===== src/rtl/fti_pkg.sv =====
`default_nettype none

package fti_pkg;

	localparam int NUM_POINTS     = 11;
	localparam int NUM_SEGS       = NUM_POINTS - 1;
	localparam int DB_FRAC_BITS   = 8;
	localparam int NORM_FRAC_BITS = 15;
	localparam int TABLE_SLOTS    = 16;

	localparam int VAL_W     = 17;
	localparam int CFG_W     = 16;
	localparam int CFG_IDX_W = 2;
	localparam int SEG_W     = (NUM_SEGS > 1) ? $clog2(NUM_SEGS) : 1;

	localparam int PIPE_DEPTH = 5;

	localparam int FULL_TRAVEL = 1 << NORM_FRAC_BITS;

	localparam int RST_SILENCE_DB   = -25600;
	localparam int RST_MIN_DB       = -16640;
	localparam int RST_MAX_DB       = 3072;
	localparam int RST_SILENCE_NORM = 0;

	typedef enum logic [CFG_IDX_W-1:0] {
		REG_SILENCE_DB   = 2'd0,
		REG_MIN_DB       = 2'd1,
		REG_MAX_DB       = 2'd2,
		REG_SILENCE_NORM = 2'd3
	} reg_idx_t;

	// breakpoints: whole dB and hundredths of travel
	localparam int DB_WHOLE [TABLE_SLOTS] = '{
		-65, -50, -40, -30, -20, -12, -6, 0, 6, 12, 12, 12, 12, 12, 12, 12
	};
	localparam int NORM_HUND [TABLE_SLOTS] = '{
		2, 9, 18, 28, 40, 53, 66, 80, 92, 100, 100, 100, 100, 100, 100, 100
	};

	function automatic int pt_db(int i);
		return DB_WHOLE[i] * (1 << DB_FRAC_BITS);
	endfunction

	function automatic int pt_norm(int i);
		return (NORM_HUND[i] * (1 << NORM_FRAC_BITS) + 50) / 100;
	endfunction

	// action 0 maps dB to position, action 1 position to dB
	function automatic int pt_in(int act, int i);
		return (act != 0) ? pt_norm(i) : pt_db(i);
	endfunction

	function automatic int pt_out(int act, int i);
		return (act != 0) ? pt_db(i) : pt_norm(i);
	endfunction

	function automatic int max_span();
		int m;
		m = 1;
		for (int a = 0; a < 2; a++) begin
			for (int i = 0; i < NUM_SEGS; i++) begin
				if (pt_in(a, i + 1) - pt_in(a, i) > m) begin
					m = pt_in(a, i + 1) - pt_in(a, i);
				end
				if (pt_out(a, i + 1) - pt_out(a, i) > m) begin
					m = pt_out(a, i + 1) - pt_out(a, i);
				end
			end
		end
		return m;
	endfunction

	localparam int SPAN_W = $clog2(max_span() + 1);
	localparam int N_W    = 2 * SPAN_W + 1;
	localparam int RSH    = N_W;
	localparam int R_W    = RSH + 1;

	typedef logic [1:0][NUM_POINTS-1:0][VAL_W-1:0] pt_tab_t;
	typedef logic [1:0][NUM_SEGS-1:0][SPAN_W-1:0]  span_tab_t;
	typedef logic [1:0][NUM_SEGS-1:0][R_W-1:0]     recip_tab_t;

	// floor(2^RSH / den) by shift and subtract
	function automatic logic [R_W-1:0] recip(int den);
		longint r;
		logic [R_W-1:0] q;
		q = '0;
		r = 0;
		if (den > 0) begin
			for (int b = RSH; b >= 0; b--) begin
				r = r * 2 + ((b == RSH) ? 1 : 0);
				if (r >= den) begin
					r = r - den;
					q[b] = 1'b1;
				end
			end
		end
		return q;
	endfunction

	function automatic pt_tab_t build_in_pt();
		pt_tab_t t;
		for (int a = 0; a < 2; a++) begin
			for (int i = 0; i < NUM_POINTS; i++) begin
				t[a][i] = VAL_W'(pt_in(a, i));
			end
		end
		return t;
	endfunction

	function automatic pt_tab_t build_out_pt();
		pt_tab_t t;
		for (int a = 0; a < 2; a++) begin
			for (int i = 0; i < NUM_POINTS; i++) begin
				t[a][i] = VAL_W'(pt_out(a, i));
			end
		end
		return t;
	endfunction

	function automatic span_tab_t build_den();
		span_tab_t t;
		for (int a = 0; a < 2; a++) begin
			for (int i = 0; i < NUM_SEGS; i++) begin
				t[a][i] = SPAN_W'(pt_in(a, i + 1) - pt_in(a, i));
			end
		end
		return t;
	endfunction

	function automatic span_tab_t build_half();
		span_tab_t t;
		for (int a = 0; a < 2; a++) begin
			for (int i = 0; i < NUM_SEGS; i++) begin
				t[a][i] = SPAN_W'((pt_in(a, i + 1) - pt_in(a, i)) >> 1);
			end
		end
		return t;
	endfunction

	function automatic span_tab_t build_dy();
		span_tab_t t;
		for (int a = 0; a < 2; a++) begin
			for (int i = 0; i < NUM_SEGS; i++) begin
				t[a][i] = SPAN_W'(pt_out(a, i + 1) - pt_out(a, i));
			end
		end
		return t;
	endfunction

	function automatic recip_tab_t build_recip();
		recip_tab_t t;
		for (int a = 0; a < 2; a++) begin
			for (int i = 0; i < NUM_SEGS; i++) begin
				t[a][i] = recip(pt_in(a, i + 1) - pt_in(a, i));
			end
		end
		return t;
	endfunction

	localparam pt_tab_t    IN_PT     = build_in_pt();
	localparam pt_tab_t    OUT_PT    = build_out_pt();
	localparam span_tab_t  DEN_TAB   = build_den();
	localparam span_tab_t  HALF_TAB  = build_half();
	localparam span_tab_t  DY_TAB    = build_dy();
	localparam recip_tab_t RECIP_TAB = build_recip();

	typedef struct packed {
		logic [CFG_W-1:0] silence_db;
		logic [CFG_W-1:0] min_db;
		logic [CFG_W-1:0] max_db;
		logic [CFG_W-1:0] silence_norm;
	} cfg_t;

	typedef struct packed {
		logic             action;
		logic             silent;
		logic             use_const;
		logic [VAL_W-1:0] const_val;
		logic [SEG_W-1:0] seg;
	} ctl_t;

	typedef struct packed {
		ctl_t              ctl;
		logic [SPAN_W-1:0] dx;
	} loc_t;

endpackage

`default_nettype wire


===== src/rtl/fti_locate.sv =====
`default_nettype none

module fti_locate
	import fti_pkg::*;
(
	input  wire logic                    clk,
	input  wire logic                    arst_n,
	input  wire cfg_t                    cfg,
	input  wire logic                    in_valid,
	output logic                         in_ready,
	input  wire logic                    action,
	input  wire logic signed [VAL_W-1:0] value,
	output logic                         valid_s1,
	input  wire logic                    down_ready,
	output loc_t                         loc_s1
);

	localparam logic signed [VAL_W-1:0] FULL_V = VAL_W'(FULL_TRAVEL);

	logic signed [VAL_W-1:0] sdb;
	logic signed [VAL_W-1:0] mindb;
	logic signed [VAL_W-1:0] maxdb;
	logic signed [VAL_W-1:0] snorm;
	logic signed [VAL_W-1:0] pn0;
	logic signed [VAL_W-1:0] lo_i;
	logic signed [VAL_W-1:0] hi_i;
	logic signed [VAL_W-1:0] lo_sel;
	logic signed [VAL_W-1:0] hi_sel;
	logic signed [VAL_W:0]   diff;
	logic                    found;
	logic [SEG_W-1:0]        seg_sel;
	logic                    low;
	logic                    high;
	logic [VAL_W-1:0]        low_val;
	logic [VAL_W-1:0]        high_val;
	loc_t                    loc_d;

	assign sdb   = {{(VAL_W-CFG_W){cfg.silence_db[CFG_W-1]}}, cfg.silence_db};
	assign mindb = {{(VAL_W-CFG_W){cfg.min_db[CFG_W-1]}}, cfg.min_db};
	assign maxdb = {{(VAL_W-CFG_W){cfg.max_db[CFG_W-1]}}, cfg.max_db};
	assign snorm = {{(VAL_W-CFG_W){1'b0}}, cfg.silence_norm};
	assign pn0   = IN_PT[1][0];

	// first segment holding the value
	always_comb begin
		found   = 1'b0;
		seg_sel = '0;
		lo_i    = '0;
		hi_i    = '0;
		for (int i = 0; i < NUM_SEGS; i++) begin
			lo_i = IN_PT[action][i];
			hi_i = IN_PT[action][i+1];
			if (!found && value >= lo_i && value <= hi_i) begin
				found   = 1'b1;
				seg_sel = SEG_W'(i);
			end
		end
	end

	always_comb begin
		lo_sel = IN_PT[action][seg_sel];
		hi_sel = IN_PT[action][SEG_W'(seg_sel + 1'b1)];
		diff   = {value[VAL_W-1], value} - {lo_sel[VAL_W-1], lo_sel};
		if (!action) begin
			low      = (value <= sdb) || (value < mindb);
			high     = !low && (value >= maxdb);
			low_val  = snorm;
			high_val = FULL_V;
		end else begin
			low      = (value <= snorm) || (value < FULL_V && value < pn0);
			high     = !(value <= snorm) && (value >= FULL_V);
			low_val  = sdb;
			high_val = maxdb;
		end

		loc_d.ctl.action = action;
		loc_d.ctl.silent = !action && (value <= mindb);
		loc_d.ctl.seg    = seg_sel;
		loc_d.dx         = diff[SPAN_W-1:0];
		if (low) begin
			loc_d.ctl.use_const = 1'b1;
			loc_d.ctl.const_val = low_val;
		end else if (high || !found) begin
			loc_d.ctl.use_const = 1'b1;
			loc_d.ctl.const_val = high_val;
		end else if (lo_sel == hi_sel) begin
			loc_d.ctl.use_const = 1'b1;
			loc_d.ctl.const_val = OUT_PT[action][SEG_W'(seg_sel + 1'b1)];
		end else begin
			loc_d.ctl.use_const = 1'b0;
			loc_d.ctl.const_val = low_val;
		end
	end

	assign in_ready = !valid_s1 || down_ready;

	always_ff @(posedge clk or negedge arst_n) begin
		if (!arst_n) begin
			valid_s1 <= 1'b0;
		end else if (in_ready) begin
			valid_s1 <= in_valid;
		end
	end

	always_ff @(posedge clk) begin
		if (in_valid && in_ready) begin
			loc_s1 <= loc_d;
		end
	end

endmodule

`default_nettype wire


===== src/rtl/fti_interp.sv =====
`default_nettype none

module fti_interp
	import fti_pkg::*;
(
	input  wire logic             clk,
	input  wire logic             arst_n,
	input  wire logic             valid_s1,
	output logic                  ready_s2,
	input  wire loc_t             loc_s1,
	output logic                  out_valid,
	input  wire logic             out_ready,
	output logic signed [VAL_W-1:0] result,
	output logic                  silent
);

	logic valid_s2, valid_s3, valid_s4, valid_s5;
	logic ready_s3, ready_s4, ready_s5;

	ctl_t ctl_s2, ctl_s3, ctl_s4;
	logic [N_W-1:0]    n_s2, n_s3;
	logic [SPAN_W-1:0] q_s3, q_s4;
	logic              fix_s4;
	logic [VAL_W-1:0]  result_s5;
	logic              silent_s5;

	logic [N_W-1:0]     dx_e, dy_e, half_e, n_d;
	logic [N_W+R_W-1:0] prod;
	logic [N_W-1:0]     qd, rem, den_e;
	logic [VAL_W-1:0]   out_lo, res_d;

	assign ready_s5 = !valid_s5 || out_ready;
	assign ready_s4 = !valid_s4 || ready_s5;
	assign ready_s3 = !valid_s3 || ready_s4;
	assign ready_s2 = !valid_s2 || ready_s3;

	// numerator: offset times output span plus half a denominator
	always_comb begin
		dx_e   = N_W'(loc_s1.dx);
		dy_e   = N_W'(DY_TAB[loc_s1.ctl.action][loc_s1.ctl.seg]);
		half_e = N_W'(HALF_TAB[loc_s1.ctl.action][loc_s1.ctl.seg]);
		n_d    = N_W'(dx_e * dy_e) + half_e;
	end

	// quotient estimate, low by at most one
	always_comb begin
		prod = (N_W+R_W)'(n_s2) * (N_W+R_W)'(RECIP_TAB[ctl_s2.action][ctl_s2.seg]);
	end

	always_comb begin
		den_e = N_W'(DEN_TAB[ctl_s3.action][ctl_s3.seg]);
		qd    = N_W'(N_W'(q_s3) * den_e);
		rem   = n_s3 - qd;
	end

	always_comb begin
		out_lo = OUT_PT[ctl_s4.action][ctl_s4.seg];
		if (ctl_s4.use_const) begin
			res_d = ctl_s4.const_val;
		end else begin
			res_d = out_lo + VAL_W'(q_s4) + VAL_W'(fix_s4);
		end
	end

	always_ff @(posedge clk or negedge arst_n) begin
		if (!arst_n) begin
			valid_s2 <= 1'b0;
			valid_s3 <= 1'b0;
			valid_s4 <= 1'b0;
			valid_s5 <= 1'b0;
		end else begin
			if (ready_s2) begin
				valid_s2 <= valid_s1;
			end
			if (ready_s3) begin
				valid_s3 <= valid_s2;
			end
			if (ready_s4) begin
				valid_s4 <= valid_s3;
			end
			if (ready_s5) begin
				valid_s5 <= valid_s4;
			end
		end
	end

	always_ff @(posedge clk) begin
		if (ready_s2 && valid_s1) begin
			ctl_s2 <= loc_s1.ctl;
			n_s2   <= n_d;
		end
		if (ready_s3 && valid_s2) begin
			ctl_s3 <= ctl_s2;
			n_s3   <= n_s2;
			q_s3   <= prod[RSH +: SPAN_W];
		end
		if (ready_s4 && valid_s3) begin
			ctl_s4 <= ctl_s3;
			q_s4   <= q_s3;
			fix_s4 <= (rem >= den_e);
		end
		if (ready_s5 && valid_s4) begin
			result_s5 <= res_d;
			silent_s5 <= ctl_s4.silent;
		end
	end

	assign out_valid = valid_s5;
	assign result    = result_s5;
	assign silent    = silent_s5;

endmodule

`default_nettype wire


===== src/rtl/fader_taper_interpolator.sv =====
// channel  direction  handshake              payload
// in       input      in_valid / in_ready    action, value
// out      output     out_valid / out_ready  result, silent
// cfg      input      cfg_valid / cfg_ready  cfg_index, cfg_data
//
// one transaction per cycle in and out while out_ready is high; one register stage each for
// segment search, product, reciprocal multiply, remainder check and final add
// reset restores the four threshold registers and clears every stage valid
// a stalled output holds its stage; earlier stages keep filling until all are full
// cfg_ready is always high
`default_nettype none

module fader_taper_interpolator
	import fti_pkg::*;
(
	input  wire logic                    clk,
	input  wire logic                    arst_n,
	input  wire logic                    in_valid,
	output logic                         in_ready,
	input  wire logic                    action,
	input  wire logic signed [VAL_W-1:0] value,
	output logic                         out_valid,
	input  wire logic                    out_ready,
	output logic signed [VAL_W-1:0]      result,
	output logic                         silent,
	input  wire logic                    cfg_valid,
	output logic                         cfg_ready,
	input  wire logic [CFG_IDX_W-1:0]    cfg_index,
	input  wire logic [CFG_W-1:0]        cfg_data
);

	localparam int OCC_W = $clog2(PIPE_DEPTH + 1);

	cfg_t             cfg_q;
	logic             valid_s1;
	logic             ready_s2;
	loc_t             loc_s1;
	logic [OCC_W-1:0] occ_q;

	assign cfg_ready = 1'b1;

	always_ff @(posedge clk or negedge arst_n) begin
		if (!arst_n) begin
			cfg_q.silence_db   <= CFG_W'(RST_SILENCE_DB);
			cfg_q.min_db       <= CFG_W'(RST_MIN_DB);
			cfg_q.max_db       <= CFG_W'(RST_MAX_DB);
			cfg_q.silence_norm <= CFG_W'(RST_SILENCE_NORM);
		end else if (cfg_valid && cfg_ready) begin
			case (reg_idx_t'(cfg_index))
				REG_SILENCE_DB:   cfg_q.silence_db   <= cfg_data;
				REG_MIN_DB:       cfg_q.min_db       <= cfg_data;
				REG_MAX_DB:       cfg_q.max_db       <= cfg_data;
				REG_SILENCE_NORM: cfg_q.silence_norm <= cfg_data;
				default: begin
				end
			endcase
		end
	end

	fti_locate u_locate (
		.clk        (clk),
		.arst_n     (arst_n),
		.cfg        (cfg_q),
		.in_valid   (in_valid),
		.in_ready   (in_ready),
		.action     (action),
		.value      (value),
		.valid_s1   (valid_s1),
		.down_ready (ready_s2),
		.loc_s1     (loc_s1)
	);

	fti_interp u_interp (
		.clk       (clk),
		.arst_n    (arst_n),
		.valid_s1  (valid_s1),
		.ready_s2  (ready_s2),
		.loc_s1    (loc_s1),
		.out_valid (out_valid),
		.out_ready (out_ready),
		.result    (result),
		.silent    (silent)
	);

	// transactions in flight
	always_ff @(posedge clk or negedge arst_n) begin
		if (!arst_n) begin
			occ_q <= '0;
		end else begin
			case ({in_valid && in_ready, out_valid && out_ready})
				2'b10:   occ_q <= occ_q + 1'b1;
				2'b01:   occ_q <= occ_q - 1'b1;
				default: occ_q <= occ_q;
			endcase
		end
	end

	a_occ_bound: assert property (@(posedge clk) disable iff (!arst_n)
		occ_q <= OCC_W'(PIPE_DEPTH))
		else $error("more transactions in flight than stages");

	a_full_stall: assert property (@(posedge clk) disable iff (!arst_n)
		!in_ready |-> out_valid && !out_ready && occ_q == OCC_W'(PIPE_DEPTH))
		else $error("input refused while pipeline has room");

	a_out_has_item: assert property (@(posedge clk) disable iff (!arst_n)
		out_valid |-> occ_q != '0)
		else $error("result shown with nothing in flight");

endmodule

`default_nettype wire

===== config.mk =====
export PLATFORM = sky130hd
export DESIGN_NAME = fader_taper_interpolator
export DESIGN_NICKNAME = d
export VERILOG_FILES = /design/src/rtl/fti_pkg.sv /design/src/rtl/fti_locate.sv /design/src/rtl/fti_interp.sv /design/src/rtl/fader_taper_interpolator.sv
export SDC_FILE = /design/constraint.sdc
export NUM_CORES = 2
export LEC_CHECK = 0
export ABC_AREA = 1
export BUFFER_PORTS_ARGS = -buffer_cell sky130_fd_sc_hd__buf_2
export CAP_MARGIN = 0
export CORE_MARGIN = 3
export CORE_UTILIZATION = 55
export DETAILED_ROUTE_END_ITERATION = 6
export HOLD_SLACK_MARGIN = 0.02
export PLACE_DENSITY = 0.7
export SETUP_SLACK_MARGIN = 0.15
export SLEW_MARGIN = 20
export SYNTH_ARGS = -nofsm -noshare
export SYNTH_HDL_FRONTEND = slang
export SYNTH_SLANG_ARGS = --single-unit
export TNS_END_PERCENT = 100

===== constraint.sdc =====
create_clock -name clk -period 14.1 [get_ports clk]
set_clock_uncertainty 0.2 [all_clocks]
set_input_delay 2.82 -clock clk [delete_from_list [all_inputs] [get_ports clk]]
set_output_delay 2.82 -clock clk [all_outputs]
set_load 0.01 [all_outputs]

==> flow_metrics.env <==
export IMPL_routabilityCongestion=0.952
export IMPL_cts_num_sinks=277
export IMPL_sequential_cell_area_um2=7990
export IMPL_place_port_buffers=60
export IMPL_worstHoldPathCells=0
export IMPL_rsz_0062_raised_after_global_routing="no"
export IMPL_synthToLayoutAreaGrowth_pct=4.96
export IMPL_first_iter_violations=2955
export IMPL_post_synth_inst_count=5345
export IMPL_hold_start="u_interp.ctl_s2[8]"
export IMPL_crit_path_max_fanout=63
export IMPL_area_used_by_multi_input_combinational_logic_um2=31000
export IMPL_synthesis_yosys_warnings=0
export IMPL_dieHeight_um=289
export IMPL_worst_ep_required_time_ns=14.24
export IMPL_floorplan_initialDensity_pct=55.7
export IMPL_worstHoldPathType="reg2reg"
export IMPL_ys_ff_latch=277
export IMPL_crit_reg2reg_launch="u_interp.ctl_s2[0]"
export IMPL_postCtsResizedCells=0
export IMPL_report_final_hold_viol_count=0
export IMPL_synth_area_per_cell_um2=8.25
export IMPL_maxSlewHeadroom_pct=25.5
export IMPL_timing_final_max_slew_violations=0
export IMPL_setup_crit_end_kind="flip-flop"
export IMPL_drt_pre_antenna_iters=6
export IMPL_cts_root_to_sink_buffers=3
export IMPL_grt_max_degree=70
export IMPL_timing_reg2reg_worst_path_depth=35
export IMPL_synth_top_cell_by_area="fa_1"
export IMPL_tritoncts_clock_tree="done"
export IMPL_finalWorstPathRequiredPeriod_ns=9.88
export IMPL_net_count_final=6482
export IMPL_worst_r2r_setup_slack_ns=4.64
export IMPL_post_cts_repair_setup_buffers=0
export IMPL_crit_arrival_ns=10.02
export IMPL_remaining_drc_errors=0
export IMPL_detail_route_antenna_nets=0
export IMPL_worstMarginPinSlew_ns=1.12
export IMPL_top_family_by_delay_on_critical_path="simple AND/OR/NAND/NOR gates"
export IMPL_numCtsBuffers=30
export IMPL_r2r_end="u_interp.q_s3[12]"
export IMPL_core_area_um2=79300
export IMPL_globalRouteOverflowTotal=0
export IMPL_layout_worst_path_cycle_share_pct=70.1
export IMPL_timing_critical_path_from_type="primary input"
export IMPL_detail_route_vias_per_cell=5.51
export IMPL_cts_reportedPaths_clkPinSlew_ns=0.07
export IMPL_post_synth_main_area_contributors="fa_1 29%, edfxtp_1 14%, ha_1 14%"
export IMPL_cts_root_buffer="clkbuf_16"
export IMPL_post_synth_num_cell_types=67
export IMPL_die_area_um2=83600
export IMPL_synth_most_common_cell="nand2_1"
export IMPL_combined_global_route_utilization_of_all_metal_layers_pct=29.9
export IMPL_num_io_pins=62
export IMPL_most_numerous_cell_types_in_the_synthesized_netlist="1173 x nand2_1, 1133 x inv_1, 647 x fa_1, 497 x ha_1, 447 x nor2_1"
export IMPL_cpMaxStageDelayCell="buf_4"
export IMPL_via_total_after_detailed_routing=35124
export IMPL_synth_top_area_share_pct=29.4
export IMPL_timing_critical_path_mode_cell="inv_1"
export IMPL_grt_antenna_before_repair=2
export IMPL_post_cts_hold_buffer_count=0
export IMPL_fp_row_count=103
export IMPL_synth_area_um2=44100
export IMPL_num_fill_cells=7205
export IMPL_drive_above_1_share_pct=4.28
export IMPL_finalHoldWorstSlack_ns=0.218
export IMPL_total_buffers_and_inverters_traversed_by_the_critical_path=12
export IMPL_postSynth_topFlopCell="edfxtp_1"
export IMPL_fin_cells=6374
export IMPL_routedWlPerCell_um=18.9
export IMPL_drv_max_cap_violation_count=0
export IMPL_timing_critical_path_slowest_cell_delay_ns=0.53
export IMPL_fmax_ghz=0.101
export IMPL_run_status="complete, no violations"
export IMPL_worst_hold_path_endpoint="u_interp.ctl_s3[8]"
export IMPL_cts_htree_levels=1
export IMPL_placedCellCount=6315
export IMPL_tns_ns=0
export IMPL_vias_in_the_first_global_route=35702
export IMPL_synth_seq_area_share_pct=18.1
export IMPL_chipWidth_um=289
export IMPL_grt_pass1_wl_mm=194
export IMPL_synth_async_sr_flop_share_pct=24.9
export IMPL_mappedNetlistNets=6530
export IMPL_synth_enable_flop_cells=208
export IMPL_critPathKind="in2reg"
export IMPL_drt_total_wl_mm=121
export IMPL_clock_insertion_delay_worst_skew_ns=0.60
export IMPL_post_dp_hpwl_mm=97.1
export IMPL_share_of_the_core_filled_with_cells_pct=58.4
export IMPL_timing_final_setup_violations=0
flip-flops by register name, summed over array words and instances (netlist names), 13 cells and up:
signal           flops
cfg_q               64
u_locate.loc_s1     37
u_interp.n_s2       27
u_interp.n_s3       27
u_interp.ctl_s2     24
u_interp.ctl_s3     24
u_interp.ctl_s4     24
u_interp.result     17
u_interp.q_s3       13
u_interp.q_s4       13
worst max path at each step:
stage | from | end | depth (start not counted) | slack [ns]
final | action | u_locate.loc_s1[12] | 44 | 4.22
after detailed placement | action | u_locate.loc_s1[12] | 44 | 3.70
after global placement | action | u_locate.loc_s1[12] | 44 | 3.77
after global routing | action | u_locate.loc_s1[12] | 44 | 3.62
after floorplan | action | u_locate.loc_s1[12] | 44 | 4.42
after CTS | action | u_locate.loc_s1[12] | 44 | 4.34
cells in the final DEF (no fill, tap or decap), types with 5 or more instances in the layout:
cell and count:
a21o_1 5, clkbuf_16 30, inv_1 1132, a21boi_0 7, o21bai_1 5, o21ai_0 220, nand3_1 187, edfxtp_1 208
nand2_2 11, nor2_2 6, nand2_1 1173, dfstp_2 13, inv_2 9, nand3_2 12, fa_1 647, buf_2 60
nand4_1 34, o31ai_1 10, clkinv_1 23, nor2_1 444, a31oi_1 5, o21a_1 6, nand2_4 5, a21oi_1 224
nor2_4 7, buf_4 37, dfrtp_1 56, nor4_1 9, a211oi_1 7, nor3_1 42, clkbuf_1 5, or2_2 5
o211ai_1 14, xor2_1 63, xnor2_1 32, ha_1 497, nand3b_1 6
logic make-up (layout without fill, tap and decap cells):
| family | count (synthesis) | after routing | synth area share [%] |
|---|---|---|---|
| AND/OR/NAND/NOR | 1953 | 1953 | 18.1 |
| buffers and inverters | 1340 | 1316 | 11.8 |
| adder cells (fa/ha/maj) | 1144 | 1144 | 43.5 |
| AO/OA/AOI/OAI | 535 | 535 | 6.63 |
| flip-flops | 277 | 277 | 18.1 |
| XOR/XNOR | 95 | 95 | 1.89 |
| other | 1 | 4 | 0.00850 |
layer usage:
metal  vias to the layer above  wire length, µm  global-route usage (%)  part of all wire [%]
met1                     17069            51300                    42.0                    43
met5                         -                0                       0                     0
met4                         0             5040                    11.0                   4.2
met2                      1473            53200                    46.3                    44
li1                      16331                -                       -                     -
met3                       251            11200                    6.06                   9.3
layout make-up:
cell class / instances / share of cell area, %
clock buffers: 41 / 1.81
multi-input cells: 3728 / 66.9
diodes: 3 / 0.0162
well taps: 1050 / 2.84
repair buffers: 98 / 1.29
flip-flops and latches: 277 / 17.3
clock inverters: 15 / 0.413
inverters: 1162 / 9.43
worst reg2reg max path, delay by kind of cell, from the launching register on:
family                     cells  cell delay, ns
adders and majority gates      9            4.05
AOI/OAI and AO/OA              7            1.64
buffers and inverters          9            1.56
and+or+nand+nor                9            1.07
DFF                            1            0.56
xor gates and xnor gates       1            0.14
through the flow:
stage	instance area, µm²	setup slack, ns
finish	46300	4.22
global route	46300	3.62
CTS	46300	4.34
detailed placement	45200	3.70
global placement	45200	3.77
floorplan	44100	4.42
Power is left out: the tool's default activity adds up to more than one toggle a clock period on the data nets, which glitch-free logic cannot reach.
